--- src/sv/rss_pkg.sv ---
// Shared constants, instruction codes and request types of the RV32 subset step unit.
`default_nettype none
package rss_pkg;

    // Size of the byte memory; a power of two, so address wrap is a plain truncation.
    localparam int unsigned MEM_BYTES = 65536;
    localparam int unsigned MEM_AW    = $clog2(MEM_BYTES);

    localparam logic [31:0] PC_RESET  = 32'h0000_1000;
    localparam logic [31:0] PC_INCR   = 32'd4;

    // Item commands
    localparam logic CMD_LOAD = 1'b0;
    localparam logic CMD_STEP = 1'b1;

    // Opcodes
    localparam logic [6:0] OP_ALU    = 7'h33;
    localparam logic [6:0] OP_LOAD   = 7'h03;
    localparam logic [6:0] OP_STORE  = 7'h23;
    localparam logic [6:0] OP_BRANCH = 7'h63;

    // Function fields
    localparam logic [6:0] F7_ADD = 7'h00;
    localparam logic [6:0] F7_SUB = 7'h20;
    localparam logic [2:0] F3_ADD = 3'd0;
    localparam logic [2:0] F3_LW  = 3'd2;
    localparam logic [2:0] F3_SW  = 3'd2;
    localparam logic [2:0] F3_BEQ = 3'd0;

    localparam logic [4:0] REG_ZERO = 5'd0;

    // Byte counter limits for word transfers over the byte port
    localparam logic [2:0] BYTE_LAST  = 3'd3;
    localparam logic [2:0] BYTE_DRAIN = 3'd4;

    typedef logic [MEM_AW-1:0] mem_addr_t;

    typedef struct packed {
        logic       we;
        logic       re;
        mem_addr_t  addr;
        logic [7:0] wdata;
    } mem_req_t;

    typedef struct packed {
        logic        re;
        logic [4:0]  ra1;
        logic [4:0]  ra2;
        logic        we;
        logic [4:0]  wa;
        logic [31:0] wd;
    } rf_req_t;

endpackage
`default_nettype wire

--- src/sv/rss_regfile.sv ---
// 32 x 32 register file: two registered read ports, one write port, valid bits for reset.
`default_nettype none
module rss_regfile
    import rss_pkg::*;
(
    input  wire logic    clk,
    input  wire logic    rst_n,
    input  wire rf_req_t req,
    output logic [31:0]  rd1,
    output logic [31:0]  rd2
);

    logic [31:0] mem [32];
    logic [31:0] valid_reg;
    logic [31:0] valid_next;

    // x0 is never marked valid, so it always reads as zero.
    always_comb
    begin
        valid_next = valid_reg;
        if (req.we && (req.wa != REG_ZERO))
        begin
            valid_next[req.wa] = 1'b1;
        end
    end

    always_ff @(posedge clk or negedge rst_n)
    begin
        if (!rst_n)
        begin
            valid_reg <= '0;
        end
        else
        begin
            valid_reg <= valid_next;
        end
    end

    always_ff @(posedge clk)
    begin
        if (req.we && (req.wa != REG_ZERO))
        begin
            mem[req.wa] <= req.wd;
        end
        if (req.re)
        begin
            rd1 <= valid_reg[req.ra1] ? mem[req.ra1] : 32'h0;
            rd2 <= valid_reg[req.ra2] ? mem[req.ra2] : 32'h0;
        end
    end

endmodule
`default_nettype wire

--- config.mk ---
export PLATFORM = sky130hd
export DESIGN_NAME = rss_regfile
export DESIGN_NICKNAME = d
export VERILOG_FILES = /design/src/sv/rss_pkg.sv /design/src/sv/rss_regfile.sv
export SDC_FILE = /design/constraint.sdc
export NUM_CORES = 1
export LEC_CHECK = 0
export BUFFER_PORTS_ARGS = -buffer_cell sky130_fd_sc_hd__buf_4
export CORE_ASPECT_RATIO = 0.7
export CORE_MARGIN = 4
export CORE_UTILIZATION = 40
export CTS_CLUSTER_SIZE = 28
export DETAILED_ROUTE_END_ITERATION = 10
export PLACE_DENSITY = 0.55
export SYNTH_ARGS = -nofsm -noshare
export SYNTH_HDL_FRONTEND = slang
export SYNTH_SLANG_ARGS = --single-unit
--- constraint.sdc ---
create_clock -name clk -period 2.05 [get_ports clk]
set_clock_uncertainty 0.15 [all_clocks]
set_input_delay 0.41 -clock clk [delete_from_list [all_inputs] [get_ports clk]]
set_output_delay 0.41 -clock clk [all_outputs]
set_load 0.03 [all_outputs]
After elaboration in Yosys (flattened, before gate mapping)
Memory sizes are Yosys's and may differ from the RTL's. A register that Yosys moved wholly into a read port is not among the register bits. Cells that the tools add are included.

Bitwise gates (word level): 1. Magnitude comparators: 4. Mux-type cells: 8. Reduce and logical (&&, ||, !) cells: 5.

Operator list (number): $or 32x32->32 (1); $lt 5x6->1 const B (3); $bmux 1 s5 (2); $demux 1 s5 (1); $ge 5x1->1 const B (1); $mux 1 (5); $reduce_bool 5->1 (1); $logic_and 1x1->1 (2); $logic_not 1->1 (2).

Bits in writable memories: 1024. Memories: 1. Flip-flop bits (word level): 32. Output and inout bits: 64. Bits of input ports: 51. Logic and storage cells: 20.

Memory list: mem (words 32, width 32, read ports 2, clocked after Yosys merged registers in 2, wr ports 1, RTL line rss_regfile.sv:13) `logic [31:0] mem [32];`.

Longest topological paths before layout
Depth in word-level cells: 5. Mapped depth: 9. Mapped depth without buffers: 5.

Worst setup path before layout
OpenSTA, ideal clock, no wires.

Path type: input to register. Start point: input port req[33] in the netlist's numbering. End point: memory mem[18][0], enable pin. Library setup time: 0.469 ns. Data required time: 1.431 ns. Slack: -1.874 ns. Stages on the path: 3. Arrival time: 3.304 ns. Buffers on the path: 1. Cell sequence: clkbuf_1 > nand3b_1 > nor3b_1.

Word-level cells in the longest chain between the ends: 4.

Ends and longest elaborated chain: start: declaration (RTL line rss_regfile.sv:8) `input wire rf_req_t req,`; $reduce_bool 5->1 (RTL line rss_regfile.sv:41) `if (req.we && (req.wa != REG_ZERO))`; $logic_and 1x1->1 (RTL line rss_regfile.sv:41); $mux 1 (RTL line rss_regfile.sv:41); $mux 1 (not written as such) (RTL line rss_regfile.sv:43) `mem[req.wa] <= req.wd;`; end: declaration (RTL line rss_regfile.sv:13).

Several ways; a longest one is shown, not always the timed one.

Worst setup path after layout
Start point: register valid_reg[15]. End point: register rd1[13] (read register of mem), data pin.

Word-level cells in the longest chain between the ends: 3.

Ends and longest elaborated chain: start: declaration (RTL line rss_regfile.sv:14) `logic [31:0] valid_reg;`; start signal: assignment (RTL line rss_regfile.sv:35) `valid_reg <= valid_next;`; $bmux 1 s5 (RTL line rss_regfile.sv:47) `rd1 <= valid_reg[req.ra1] ? mem[req.ra1] : 32'h0;`; $mux 1 (not written as such) (RTL line rss_regfile.sv:47); $logic_not 1->1 (no source line); end: declaration (RTL line rss_regfile.sv:9) `output logic [31:0] rd1,`.

No other way between the ends. The select of a mux whose other input is x is not followed. A chain may end at the register's enable or synchronous reset.

==> qor.tcl <==
set qor(min-delay-path-class) {in2async}
set qor(max_slew_margin) 0.566
set qor(yosysSeqAreaShare) 0.645
set qor(routedWlPerCell_um) 34.3
set qor(numCtsBuffers) 109
set qor(grt_setup_unrepaired) {yes}
set qor(clock.fmax_ghz) 0.428
set qor(yosys_register_bits) 1120
set qor(grt_remaining_overflow) 0
set qor(count_of_buffer_and_inverter_cells_on_the_critical_path) 2
set qor(drt_drc_violations_left) 0
set qor(post_synth_num_cell_types) 38
set qor(max_cap_violations) 0
set qor(detailroute.via_count) 33756
set qor(synthXorXnorAreaFrac) 0
set qor(synth_async_sr_flop_share) 0.0286
set qor(die_y_um) 309
set qor(finalCriticalPeriod_ps) 2330
set qor(placement.io_buffers) 114
set qor(initial_utilization) 0.403
set qor(clock_sinks) 1120
set qor(grt_antenna_before_repair) 8
set qor(timing.final.max_slew_violations) 0
set qor(status) {complete, but fails checks}
set qor(drt_first_pass_iters) 5
set qor(cp-end-kind) {flip-flop}
set qor(synth_edf_count) 1088
set qor(top_fanout_value_on_the_critical_path) 8
set qor(clk_pin_slew_worst_paths_ps) 60
set qor(yosysTopAreaCell) {sky130_fd_sc_hd__edfxtp_1}
set qor(gr-usage-all-layers) 0.263
set qor(setup-violations-final) 66
set qor(postSynthAreaPerCell_um2) 17.0
set qor(cpPeakStageDelay_ps) 480
set qor(timing.critical_path.from_type) {flip-flop}
set qor(coreArea_um2) 129000
set qor(nNetsFinal) 3511
set qor(tightestPinTransition_ps) 650
set qor(vias_per_cell) 6.38
set qor(post_synth_mux_area_share) 0.218
set qor(first_global_vias) 34215
set qor(min_period_over_period) 1.14
set qor(dp.cells) 5046
set qor(largest_register_ffs) 1024
set qor(power_density_nw_per_um2) 851
set qor(tritoncts) {yes}
set qor(synth-simple-area-share) 0.0351
set qor(violations) {setup timing}
set qor(gp_congestion) 0.876
set qor(postLayoutSetupSlackWorst_ps) -284
set qor(hpwlAfterDp_um) 113000
set qor(sum_of_routed_wire_length_over_all_layers_um) 182000
set qor(cts_root_buf) {sky130_fd_sc_hd__clkbuf_16}
set qor(hold_viol_final) 0
set qor(postLayoutCoreUtil) 0.490
set qor(detail-route-antenna-nets) 0
set qor(design.die.area_um2) 136000
set qor(dieWidth_um) 438
set qor(layout-drive-gt1-share) 0.294
set qor(ys_dominant_reg_cell) {sky130_fd_sc_hd__edfxtp_1}
set qor(area_growth_pct) 21.4
set qor(synth_compound_area_frac) 0.0735
set qor(synth_top_area_share) 0.630
set qor(worst_skew_pair.late_latency_ps) 730
set qor(critical_path_class) {reg2reg}
set qor(yosys.area_share.adder) 0
set qor(max_flop_register) {mem}
set qor(clock_tree.buffer_depth) 3
set qor(power.ir.vdd_worst_mv) 0.690
set qor(synth_commonest_cells) {sky130_fd_sc_hd__edfxtp_1, sky130_fd_sc_hd__mux2i_1, sky130_fd_sc_hd__mux4_2, sky130_fd_sc_hd__a221oi_1, sky130_fd_sc_hd__o21ai_0}
set qor(cell_area_after_synthesis_um2) 51900
set qor(grt_first_pass_wirelength_um) 253000
set qor(number_of_cell_rows) 110
set qor(cellLeakagePower_nw) 21.9
set qor(grt_max_degree) 46
set qor(post_synth_inst_count) 3047
set qor(required_ps) 2370
set qor(dominant_combinational_cell_family_by_area_after_synthesis) {multiplexers}
set qor(arrival_time_of_the_worst_setup_path_ps) 2660
set qor(boundaryPins) 115
set qor(slowest_stage_cell_crit_path) {sky130_fd_sc_hd__mux4_2}
set qor(synth.top_cells.by_area) {sky130_fd_sc_hd__edfxtp_1, sky130_fd_sc_hd__mux4_2, sky130_fd_sc_hd__mux2i_1}
set qor(yosysWarnings) 0
set qor(drt-initial-drc-count) 4075
set qor(clock_tree.htree_level_count) 3
set qor(worstPathCellList) {mux4_2, mux2_4, nand3_2, nand4_1, buf_6, clkbuf_16, and3_4}
set qor(instances_no_fill) 5294
set qor(synthMostInstantiatedCell) {sky130_fd_sc_hd__edfxtp_1}
set qor(path_delay_family) {multiplexers}
==> logic make-up after synthesis <==
family	count (synthesis)
compound gates	520
buf+inv	255
flops	1120
mux	792
other cells	1
simple gates	359
==> layout make-up <==
cell class              count  area [um2]
fillers                 10644       65700
flip-flops and latches   1120       33500
multi-input cells        1703       17600
repair buffers            522        6050
clock buffers             139        3020
well taps                1736        2170
clock inverters            67         702
inverters                   4        17.5
diodes                      3        7.51
==> layer usage <==
metal  global-route usage  routed length (um)  vias to the layer above
li1                     -                   -                    13637
met1                0.371               75500                    17720
met2                0.405               81400                     1978
met3               0.0608               18200                      421
met4               0.0847                6490                        0
met5                    0                   0                        -
==> power by group <==
part	internal [mW]	switching (mW)	leakage, nW	total [mW]
logic	2.69	3.58	9.79	6.27
registers	25.8	0.409	10.3	26.2
clock network	12.2	9.01	1.81	21.2
==> metrics by stage <==
stage | total power [mW] | setup WS, ps | hold slack (ps) | instance area [um2] | TNS [ps]
2_1_floorplan | 29.8 | -436 | -35.6 | 52400 | -181950
5_1_grt | 55.2 | -320 | 36.6 | 63000 | -18840
4_1_cts | 53.7 | -253 | 24.8 | 62800 | -14740
6_report | 53.6 | -284 | 61.9 | 63000 | -15530
3_3_place_gp | 32.4 | -575 | 233 | 58600 | -59110
3_5_place_dp | 32.5 | -608 | 240 | 58600 | -62700
==> cell usage in the layout, fill, tap and decap left out, types with 5 or more instances in the layout <==
cell                            netlist  final
sky130_fd_sc_hd__a21oi_1             64     64
sky130_fd_sc_hd__a221oi_1           246    246
sky130_fd_sc_hd__a221oi_2            10     10
sky130_fd_sc_hd__a22oi_1             64     64
sky130_fd_sc_hd__and3_1              64     35
sky130_fd_sc_hd__and3_4               0     29
sky130_fd_sc_hd__buf_12               0    154
sky130_fd_sc_hd__buf_4               29    320
sky130_fd_sc_hd__buf_6               36      9
sky130_fd_sc_hd__bufinv_16            0     14
sky130_fd_sc_hd__clkbuf_1            94     19
sky130_fd_sc_hd__clkbuf_16            0    116
sky130_fd_sc_hd__clkbuf_8             0      5
sky130_fd_sc_hd__clkinv_1             0     27
sky130_fd_sc_hd__clkinv_2             0     16
sky130_fd_sc_hd__clkinvlp_4           0      5
sky130_fd_sc_hd__conb_1               1     32
sky130_fd_sc_hd__dfrtp_1             32     32
sky130_fd_sc_hd__dlygate4sd3_1        0     33
sky130_fd_sc_hd__edfxtp_1          1088   1088
sky130_fd_sc_hd__mux2i_1            520    520
sky130_fd_sc_hd__mux4_2             268    268
sky130_fd_sc_hd__nand2_1              7      6
sky130_fd_sc_hd__nand3_1             72     66
sky130_fd_sc_hd__nand3b_1             5      5
sky130_fd_sc_hd__nor2_1              97     68
sky130_fd_sc_hd__nor2_4               0     29
sky130_fd_sc_hd__nor3_1              67     64
sky130_fd_sc_hd__o21ai_0            109    109
sky130_fd_sc_hd__o21ai_1             19     19
sky130_fd_sc_hd__or2_2               31     31
==> repair_timing <==
action	in CTS	in global routing
cloned	2	2
buffers inserted	1	1
endpoints found under the hold margin	1056	0
gates resized for setup	26	29
pin swaps	0	1
hold buffers	33	0
endpoints found under the setup margin	69	67
==> worst reg2reg max path: stages (launching register included) <==
cell and delay (ps):
sky130_fd_sc_hd__dfrtp_1 420, sky130_fd_sc_hd__mux4_2 480, sky130_fd_sc_hd__mux2_4 290, sky130_fd_sc_hd__nand3_2 70, sky130_fd_sc_hd__nand4_1 110, sky130_fd_sc_hd__buf_6 180, sky130_fd_sc_hd__clkbuf_16 210, sky130_fd_sc_hd__and3_4 200
==> path summary, 6_finish.rpt <==
check / start / to / slack (ps) / cells past startpoint
worst min register to register: valid_reg[0] / valid_reg[0] / 260 / 0
min in group clk: req[48] / rd1[25] / 60 / 2
worst max-delay path: valid_reg[15] / rd1[13] / -280 / 7
worst max register to register: valid_reg[15] / rd1[13] / -280 / 7
max in group asynchronous: rst_n / valid_reg[17] / 1340 / 2
worst min-delay path: rst_n / valid_reg[24] / 60 / 2
(Power assumes the default switching activity.)
